**src/hw/rtl/tlw_pkg.sv**
```systemverilog
package tlw_pkg;

    localparam int unsigned CharW  = 8;
    localparam int unsigned QDepth = 4;
    localparam int unsigned QPtrW  = $clog2(QDepth);

    localparam logic [CharW-1:0] ChNewline   = 8'h0A;
    localparam logic [CharW-1:0] ChSpace     = 8'h20;
    localparam logic [CharW-1:0] ChDash      = 8'h2D;
    localparam logic [CharW-1:0] WideLimit   = 8'd25;
    localparam logic [CharW-1:0] EarlyMargin = 8'd12;
    localparam logic [CharW-1:0] WidthReset  = 8'd80;

    // register byte addresses
    localparam logic [2:0] AddrLineWidth = 3'd0;

    typedef struct packed {
        logic [CharW-1:0] in_char;
        logic             end_of_text;
    } t_in_item;

    typedef struct packed {
        logic [CharW-1:0] out_char;
        logic             last_of_run;
    } t_out_item;

    // one classified item: a byte, optionally followed by '-' and newline
    typedef struct packed {
        logic [CharW-1:0] ch;
        logic             brk;
    } t_cmd;

    typedef enum logic [1:0] {
        PH_CHAR,
        PH_DASH,
        PH_NL
    } t_phase;

endpackage

```
**src/hw/rtl/tlw_front.sv**
```systemverilog
module tlw_front (
    input  logic               i_clk,
    input  logic               i_rst_n,
    input  logic [7:0]         i_line_width,
    input  logic               i_accept,
    input  tlw_pkg::t_in_item  i_item,
    output tlw_pkg::t_cmd      o_cmd
);
    import tlw_pkg::*;

    logic [CharW-1:0] r_count;
    logic [CharW-1:0] n_count;
    logic [CharW-1:0] early;
    logic [CharW-1:0] cur;
    logic [CharW:0]   cur_inc;
    logic             space_brk;
    logic             force_brk;

    assign early = (i_line_width > WideLimit) ? (i_line_width - EarlyMargin)
                                              : {1'b0, i_line_width[CharW-1:1]};

    always_comb begin
        cur       = (i_item.in_char == ChNewline) ? '0 : r_count;
        cur_inc   = {1'b0, cur} + {{CharW{1'b0}}, 1'b1};
        space_brk = (i_item.in_char == ChSpace) && (early <= cur);
        // count >= width - 1, written without going negative
        force_brk = !space_brk && (cur_inc >= {1'b0, i_line_width});

        o_cmd.ch  = i_item.in_char;
        o_cmd.brk = 1'b0;
        n_count   = cur_inc[CharW-1:0];
        if (i_item.end_of_text) begin
            o_cmd.ch = ChNewline;
            n_count  = '0;
        end else if (space_brk) begin
            o_cmd.ch = ChNewline;
            n_count  = '0;
        end else if (force_brk) begin
            o_cmd.brk = 1'b1;
            n_count   = '0;
        end
    end

    always_ff @(posedge i_clk) begin
        if (!i_rst_n) begin
            r_count <= '0;
        end else if (i_accept) begin
            r_count <= n_count;
        end
    end

endmodule

```
**src/hw/rtl/tlw_queue.sv**
```systemverilog
module tlw_queue (
    input  logic          i_clk,
    input  logic          i_rst_n,
    input  logic          i_wr,
    input  tlw_pkg::t_cmd i_wr_cmd,
    output logic          o_full,
    input  logic          i_rd,
    output tlw_pkg::t_cmd o_rd_cmd,
    output logic          o_empty
);
    import tlw_pkg::*;

    t_cmd             r_mem [QDepth];
    logic [QPtrW-1:0] r_wr_ptr;
    logic [QPtrW-1:0] r_rd_ptr;
    logic [QPtrW:0]   r_fill;
    logic             wr_en;
    logic             rd_en;

    assign o_full   = (r_fill == (QPtrW+1)'(QDepth));
    assign o_empty  = (r_fill == '0);
    assign o_rd_cmd = r_mem[r_rd_ptr];
    assign wr_en    = i_wr && !o_full;
    assign rd_en    = i_rd && !o_empty;

    always_ff @(posedge i_clk) begin
        if (wr_en) begin
            r_mem[r_wr_ptr] <= i_wr_cmd;
        end
    end

    always_ff @(posedge i_clk) begin
        if (!i_rst_n) begin
            r_wr_ptr <= '0;
            r_rd_ptr <= '0;
            r_fill   <= '0;
        end else begin
            if (wr_en) begin
                r_wr_ptr <= r_wr_ptr + 1'b1;
            end
            if (rd_en) begin
                r_rd_ptr <= r_rd_ptr + 1'b1;
            end
            if (wr_en && !rd_en) begin
                r_fill <= r_fill + 1'b1;
            end else if (rd_en && !wr_en) begin
                r_fill <= r_fill - 1'b1;
            end
        end
    end

endmodule

```
**src/hw/rtl/tlw_back.sv**
```systemverilog
module tlw_back (
    input  logic               i_clk,
    input  logic               i_rst_n,
    input  logic               i_q_empty,
    input  tlw_pkg::t_cmd      i_q_cmd,
    output logic               o_q_rd,
    output logic               o_empty,
    input  logic               i_pop,
    output tlw_pkg::t_out_item o_item
);
    import tlw_pkg::*;

    t_phase    r_phase;
    t_phase    n_phase;
    logic      r_valid;
    t_out_item r_item;
    t_out_item n_item;
    logic      load;

    assign load    = !i_q_empty && (!r_valid || i_pop);
    assign o_empty = !r_valid;
    assign o_item  = r_item;

    always_comb begin
        n_phase = r_phase;
        o_q_rd  = 1'b0;
        n_item  = '{out_char: i_q_cmd.ch, last_of_run: !i_q_cmd.brk};
        case (r_phase)
            PH_CHAR: begin
                if (load) begin
                    if (i_q_cmd.brk) begin
                        n_phase = PH_DASH;
                    end else begin
                        o_q_rd = 1'b1;
                    end
                end
            end
            PH_DASH: begin
                n_item = '{out_char: ChDash, last_of_run: 1'b0};
                if (load) begin
                    n_phase = PH_NL;
                end
            end
            PH_NL: begin
                n_item = '{out_char: ChNewline, last_of_run: 1'b1};
                if (load) begin
                    n_phase = PH_CHAR;
                    o_q_rd  = 1'b1;
                end
            end
            default: begin
                n_phase = PH_CHAR;
            end
        endcase
    end

    always_ff @(posedge i_clk) begin
        if (!i_rst_n) begin
            r_phase <= PH_CHAR;
            r_valid <= 1'b0;
        end else begin
            r_phase <= n_phase;
            if (load) begin
                r_valid <= 1'b1;
            end else if (i_pop) begin
                r_valid <= 1'b0;
            end
        end
    end

    always_ff @(posedge i_clk) begin
        if (load) begin
            r_item <= n_item;
        end
    end

endmodule

```
**src/hw/rtl/text_line_wrapper.sv**
```systemverilog
// text line wrapper: inserts line breaks into a byte stream
// input channel: push/full queue interface, one item (a byte or an end marker)
//   per transfer; an item is taken at an edge with push high and full low
// result channel: empty/pop queue interface; the oldest result sits on
//   o_out_item while empty is low and is taken at an edge with pop high
// each input gives one result byte, or three (byte, '-', newline) when the
//   byte lands on the last column; last_of_run marks the final one
// the first result of an item is registered in the command queue, then in the
//   output register once that register is free
// throughput: one input item per cycle while full is low; three-byte runs hold
//   the single output register for all three result bytes, so a run of them
//   fills the four-entry command queue and raises full
// reset (synchronous, active low): column count cleared, queue and output
//   emptied, line_width back to 80
// when the receiver holds pop low, results wait in the output register and
//   the queue; input keeps flowing until the queue is full
// line_width is written over the APB port; the user must do so only while the block is idle (not enforced)
module text_line_wrapper (
    input  logic               i_clk,
    input  logic               i_rst_n,
    // input queue side
    input  logic               push,
    output logic               full,
    input  tlw_pkg::t_in_item  i_in_item,
    // result queue side
    output logic               empty,
    input  logic               pop,
    output tlw_pkg::t_out_item o_out_item,
    // configuration
    input  logic               psel,
    input  logic               penable,
    input  logic               pwrite,
    input  logic [2:0]         paddr,
    input  logic [31:0]        pwdata,
    output logic [31:0]        prdata,
    output logic               pready
);
    import tlw_pkg::*;

    logic [CharW-1:0] r_line_width;
    logic             cfg_wr;
    logic             in_accept;
    t_cmd             front_cmd;
    t_cmd             q_cmd;
    logic             q_empty;
    logic             q_rd;

    // register file: line_width at byte address 0
    assign pready = 1'b1;
    assign cfg_wr = psel && penable && pwrite && pready;
    assign prdata = (paddr == AddrLineWidth) ? {{(32-CharW){1'b0}}, r_line_width} : '0;

    always_ff @(posedge i_clk) begin
        if (!i_rst_n) begin
            r_line_width <= WidthReset;
        end else if (cfg_wr && (paddr == AddrLineWidth)) begin
            r_line_width <= pwdata[CharW-1:0];
        end
    end

    // front: classify each byte against the column count
    assign in_accept = push && !full;

    tlw_front u_front (
        .i_clk        (i_clk),
        .i_rst_n      (i_rst_n),
        .i_line_width (r_line_width),
        .i_accept     (in_accept),
        .i_item       (i_in_item),
        .o_cmd        (front_cmd)
    );

    // command queue decouples classification from result expansion
    tlw_queue u_queue (
        .i_clk    (i_clk),
        .i_rst_n  (i_rst_n),
        .i_wr     (push),
        .i_wr_cmd (front_cmd),
        .o_full   (full),
        .i_rd     (q_rd),
        .o_rd_cmd (q_cmd),
        .o_empty  (q_empty)
    );

    // back: expand each command into one or three result transfers
    tlw_back u_back (
        .i_clk     (i_clk),
        .i_rst_n   (i_rst_n),
        .i_q_empty (q_empty),
        .i_q_cmd   (q_cmd),
        .o_q_rd    (q_rd),
        .o_empty   (empty),
        .i_pop     (pop),
        .o_item    (o_out_item)
    );

endmodule

```
**config.mk**
```make
export PLATFORM = sky130hd
export DESIGN_NAME = text_line_wrapper
export DESIGN_NICKNAME = d
export VERILOG_FILES = /design/src/hw/rtl/tlw_pkg.sv /design/src/hw/rtl/tlw_front.sv /design/src/hw/rtl/tlw_queue.sv /design/src/hw/rtl/tlw_back.sv /design/src/hw/rtl/text_line_wrapper.sv
export SDC_FILE = /design/constraint.sdc
export NUM_CORES = 1
export LEC_CHECK = 0
export BUFFER_PORTS_ARGS = -buffer_cell sky130_fd_sc_hd__buf_2
export CELL_PAD_IN_SITES_DETAIL_PLACEMENT = 1
export CELL_PAD_IN_SITES_GLOBAL_PLACEMENT = 1
export CORE_MARGIN = 3
export CORE_UTILIZATION = 35
export DETAILED_ROUTE_END_ITERATION = 6
export PLACE_DENSITY_LB_ADDON = 0.1
export SLEW_MARGIN = 40
export SYNTH_ARGS = -nofsm -noshare
export SYNTH_HDL_FRONTEND = slang
export SYNTH_SLANG_ARGS = --single-unit
export TNS_END_PERCENT = 10
```
**constraint.sdc**
```tcl
create_clock -name i_clk -period 5.9 [get_ports i_clk]
set_input_delay 0.885 -clock i_clk [delete_from_list [all_inputs] [get_ports i_clk]]
set_output_delay 0.885 -clock i_clk [all_outputs]
set_load 0.01 [all_outputs]
```
======== Word-level counts from Yosys, hierarchy flattened ========
Memories as Yosys holds them, arrays and structs flattened. A register that Yosys moved wholly into a read port is not among the register bits.
Cells that the tools add are included.
storage, ports and cells
  bits in registers ....................... 35
  RAM bits ................................ 36
  word-level logic and storage cells ...... 81
  memories kept ........................... 1
operators by class
  $add $sub $neg .......................... 6
  magnitude comparators ................... 3
  equal/unequal tests ..................... 9
  muxes and demuxes ....................... 29
  reductions and logical operators ........ 24
memories
  memory         depth  width  read ports  clocked after Yosys merged registers in  write ports  line             source
  u_queue.r_mem  4      9      1           1                                        1            tlw_queue.sv:13  t_cmd r_mem [QDepth];
operators by type and width
  operator                                                                 count
  8-bit 2-to-1 mux                                                         8
  9-bit one-hot mux with 2 select lines                                    1
  2-bit 2-to-1 mux                                                         6
  1-bit logical AND                                                        10
  1-bit 2-to-1 mux                                                         10
  8-bit by 1-bit adder with 9-bit output, second input constant            1
  9-bit by 8-bit >= comparator with 1-bit output                           1
  8-bit by 4-bit equality test with 1-bit output, second input constant    1
  8-bit by 6-bit equality test with 1-bit output, second input constant    1
  8-bit by 5-bit > comparator with 1-bit output, second input constant     1
  8-bit <= comparator                                                      1
  2-bit by 1-bit inequality test with 1-bit output, second input constant  4
  8-bit by 4-bit subtractor with 8-bit output, second input constant       1
  1-bit zero test                                                          7
  3-bit zero test                                                          2
  3-bit 2-to-1 mux                                                         2
  2-bit one-hot mux with 3 select lines                                    1
  2-bit by 1-bit adder with 2-bit output, second input constant            2
  4-bit AND reduction                                                      1
  2-bit nonzero test                                                       2
  3-bit by 1-bit adder with 3-bit output, second input constant            1
  3-bit equality test, second input constant                               1
  3-bit by 1-bit subtractor with 3-bit output, second input constant       1
  2-bit by 1-bit equality test with 1-bit output, second input constant    1
  other kinds (4)                                                          4

======== Depth between registers and ports, before layout ========
  word-level depth ........................ 9
  mapped depth ............................ 16
  gate-level depth less buffers ........... 14

======== Hierarchy ========
A second synthesis with hierarchy kept.
second synthesis, totals
  cell total of the unflattened synthesis .. 386
  area, all modules ....................... 4206.5 um2
by module, submodules not included
  module             instances  cells an instance  area each (um2)  seq. area each (um2)
  tlw_queue          1          95                 1781.7           1261.2
  tlw_front          1          166                1244.9           160.2
  text_line_wrapper  1          74                 610.6            160.2
  tlw_back           1          51                 569.3            330.3

======== Worst setup path before layout ========
No wires, ideal clock.
  path type ............................... input to register
  start ................................... in i_in_item[3] (netlist name)
  end ..................................... reg u_front.r_count[2]
  arrival time ............................ 4061 ps
  path slack .............................. 1780 ps
  stages .................................. 15
  path buffers ............................ 2
  cell sequence ........................... or4b_4 or2_1 buf_2 and2_1 ha_1 and2_1 or2_2 ha_1 and3_1 a221o_1 nand2_1 nor4bb_1 buf_2 o2111ai_1 nand2_1
between the ends
  longest elaborated chain between the ends .. 9
ends and longest elaborated chain
  element                                                                         line                     source
  start: declaration                                                              text_line_wrapper.sv:24  input tlw_pkg::t_in_item i_in_item,
  branches (longest 7 deep; another with 8-bit by 1-bit adder with 9-bit output)  -
  8-bit 2-to-1 mux *                                                              tlw_front.sv:35          end else if (space_brk) begin
  8-bit 2-to-1 mux *                                                              tlw_front.sv:32          if (i_item.end_of_text) begin
  end signal: assignment                                                          tlw_front.sv:48          r_count <= n_count;
  end: declaration                                                                tlw_front.sv:11          logic [CharW-1:0] r_count;
Mark *: on every way between the ends.
A chain may end at the register's enable or synchronous reset.

======== Worst setup path in the final report ========
Same ends and word-level chain as after synthesis.

==> impl_metrics.json <==
{
  "startpoint_type": "input pin",
  "post-route-period-util_pct": 71.0,
  "finalMaxSlewViolations": 0,
  "io_buffers": 45,
  "rr_endpoint": "u_queue.r_mem[0][2]$_DFFE_PP_",
  "crit_arrival_ns": 4.47,
  "numCtsBuffers": 9,
  "cts.repair.resized": 0,
  "required_ns": 6.18,
  "postRouteWirelength_um": 8500,
  "power_leakage_nw": 1.82,
  "synth_most_common_cell": "edfxtp_1",
  "finalHoldViolations": 0,
  "grt_first_pass_wirelength_um": 14300,
  "cts_setup_buffers": 0,
  "ys_seq_area_share_pct": 47.9,
  "insertion_delay_ns": 0.34,
  "yosys_warnings": 0,
  "end_kind": "flip-flop",
  "worst_hold_path.num_cells": 2,
  "drt_iter0_drc": 68,
  "min_period_ns": 4.19,
  "setup-tns-final_ns": 0,
  "gp_congestion": 0.733,
  "start_util_pct": 36.3,
  "rrSetupSlack_ns": 2.53,
  "antenna_left": 0,
  "cts_buffer_depth": 2,
  "crit_type": "input pin to flip-flop",
  "setup_viol": 0,
  "grt_start_max_net_pins": 22,
  "r2r-start": "r_line_width[2]$_SDFFE_PN0P_",
  "die_w_um": 113,
  "postSynthAreaPerCell_sq_um": 11.1,
  "overflow": 0,
  "cts.clk_slew.worst_paths_ns": 0.06,
  "dieArea_sq_mm": 0.0127,
  "hold_end": "u_queue.r_fill[2]$_SDFFE_PN0P_",
  "multi_input_area_sq_mm": 0.00185,
  "synthTopCellsByArea": "edfxtp_1, dfxtp_1, ha_1",
  "core_area_sq_mm": 0.0110,
  "syn-cell-area_sq_mm": 0.00399,
  "final_area_sq_mm": 0.00454,
  "status": "finished clean",
  "grt_pass1_vias": 2811,
  "root_buffer": "clkbuf_16",
  "cts.htree.levels": 3,
  "r2r_cells": 12,
  "clock_sinks": 73,
  "avgRoutedWirePerCell_um": 15.6,
  "synth_top_area_share_pct": 33.9,
  "drc_errors": 0,
  "vias_per_cell": 4.87,
  "rsz0062_at_grt": "false",
  "drive_gt1_share_pct": 20.7,
  "ios": 95,
  "dr.pass1.iters": 4,
  "ys_ff_latch": 73,
  "yosys_most_used_dff": "edfxtp_1",
  "antenna_found_initial": 0,
  "power_density_mw_per_mm2": 356,
  "cts_hold_buf": 0,
  "nets": 478,
  "relSlewSlack_pct": 54.1,
  "seqCellArea_sq_mm": 0.00191,
  "postSynthCellCount": 358,
  "skew_ns": 0.00709,
  "tightest_slew_ns": 0.687,
  "cts_tree": "done",
  "maxCapViolCount": 0,
  "antenna_cells": 0,
  "worst-path-max-fanout": 8,
  "synth-edff-count": 45,
  "synth.distinct_cells": 55,
  "vias": 2660,
  "worstHoldStart": "u_queue.r_fill[2]$_SDFFE_PN0P_",
  "dp_hpwl_um": 6310,
  "hold_class": "flip-flop to flip-flop",
  "placed_area_sq_mm": 0.00424,
  "fill_cells": 1242,
  "max_freq_mhz": 239,
  "core.rowCount": 38,
  "synth_common_cells": "edfxtp_1, nand2_1, dfxtp_1",
  "async_flop_share_pct": 0,
  "area_growth_syn_to_layout_pct": 13.9,
  "ir_drop_v": 0.000168,
  "fp.dieH_um": 113,
  "track_usage_pct": 14.4,
  "netlist.top_cell.by_area": "edfxtp_1"
}
registers in the layout (all words and copies together) (netlist names), named ones only:
name	cells
u_queue.r_mem	36
u_back.o_item	9
r_line_width	8
u_front.r_count	8
u_queue.r_fill	3
u_back.r_phase	2
u_queue.r_rd_ptr	2
u_queue.r_wr_ptr	2
u_back.r_valid	1
cell type report:
cell class / count / area share [%]
inverter: 22 / 1.82
clock buffer: 9 / 4.96
timing repair buffer: 46 / 5.12
multi-input combinational: 249 / 40.6
clock inverter: 7 / 1.54
sequential: 73 / 42.1
tap: 140 / 3.85
power breakdown:
group	switching [mW]	internal [mW]	total, mW
combinational	0.189	0.179	0.368
clock	0.214	0.326	0.541
sequential	0.0567	0.651	0.708
total	0.460	1.16	1.62
how the worst max path moves through the flow:
stage                      start  slack, ns                               to  depth (start not counted)
CTS                 i_in_item[3]       1.73  u_front.r_count[2]$_SDFFE_PN0P_                         15
global placement    i_in_item[3]       1.40  u_front.r_count[2]$_SDFFE_PN0P_                         15
detailed placement  i_in_item[3]       1.39  u_front.r_count[2]$_SDFFE_PN0P_                         15
floorplan           i_in_item[3]       1.78  u_front.r_count[2]$_SDFFE_PN0P_                         15
global route        i_in_item[3]       1.55  u_front.r_count[2]$_SDFFE_PN0P_                         15
finish              i_in_item[3]       1.71  u_front.r_count[2]$_SDFFE_PN0P_                         15
cells by family (layout without fill, tap and decap cells):
kind of cell | after synthesis | after routing | share of synthesized area [%]
simple gates | 122 | 122 | 16.9
flops | 73 | 73 | 47.9
buf+inv | 59 | 84 | 8.18
compound gates | 50 | 50 | 9.50
fa+ha+maj | 26 | 26 | 8.34
mux | 14 | 14 | 6.37
xor+xnor | 12 | 12 | 2.63
other cells | 2 | 25 | 0.188
per-layer routing:
metal | wire (um) | vias to the layer above | GRT usage [%]
li1 | - | 1316 | -
met1 | 3450 | 1295 | 16.0
met2 | 4640 | 39 | 26.3
met3 | 306 | 10 | 4.01
met4 | 111 | 0 | 4.89
met5 | 0 | - | 0
through the flow:
step	setup WS (ns)	power [mW]	utilization, %	hold slack (ns)	instances
floorplan	1.78	0.995	-	0.465	381
global route	1.55	1.72	41.4	0.557	546
CTS	1.73	1.65	41.3	0.516	546
detailed placement	1.39	1.09	38.6	0.500	530
finish	1.71	1.62	41.4	0.508	546
global placement	1.40	1.08	38.6	0.489	530
critical path: stages:
cell and delay, ns:
buf_2 0.12, or4b_4 0.57, or2_1 0.37, and2_1 0.22, ha_1 0.25, and2_1 0.18, or2_2 0.30, ha_1 0.26
and3_1 0.17, a221o_1 0.34, nand2_1 0.08, nor4bb_1 0.29, buf_4 0.22, o2111ai_1 0.12, nand2_1 0.08
cell usage in the layout (no fill, tap or decap), types with 8 or more instances in the layout:
master,count
xor2_1,8
o21ai_0,10
mux4_2,9
conb_1,25
inv_1,22
ha_1,25
and2_1,20
clkbuf_16,9
and3_1,9
buf_2,45
nor2b_1,11
nand2_1,32
dfxtp_1,28
nor2_1,18
edfxtp_1,45
(Power assumes the default switching activity.)
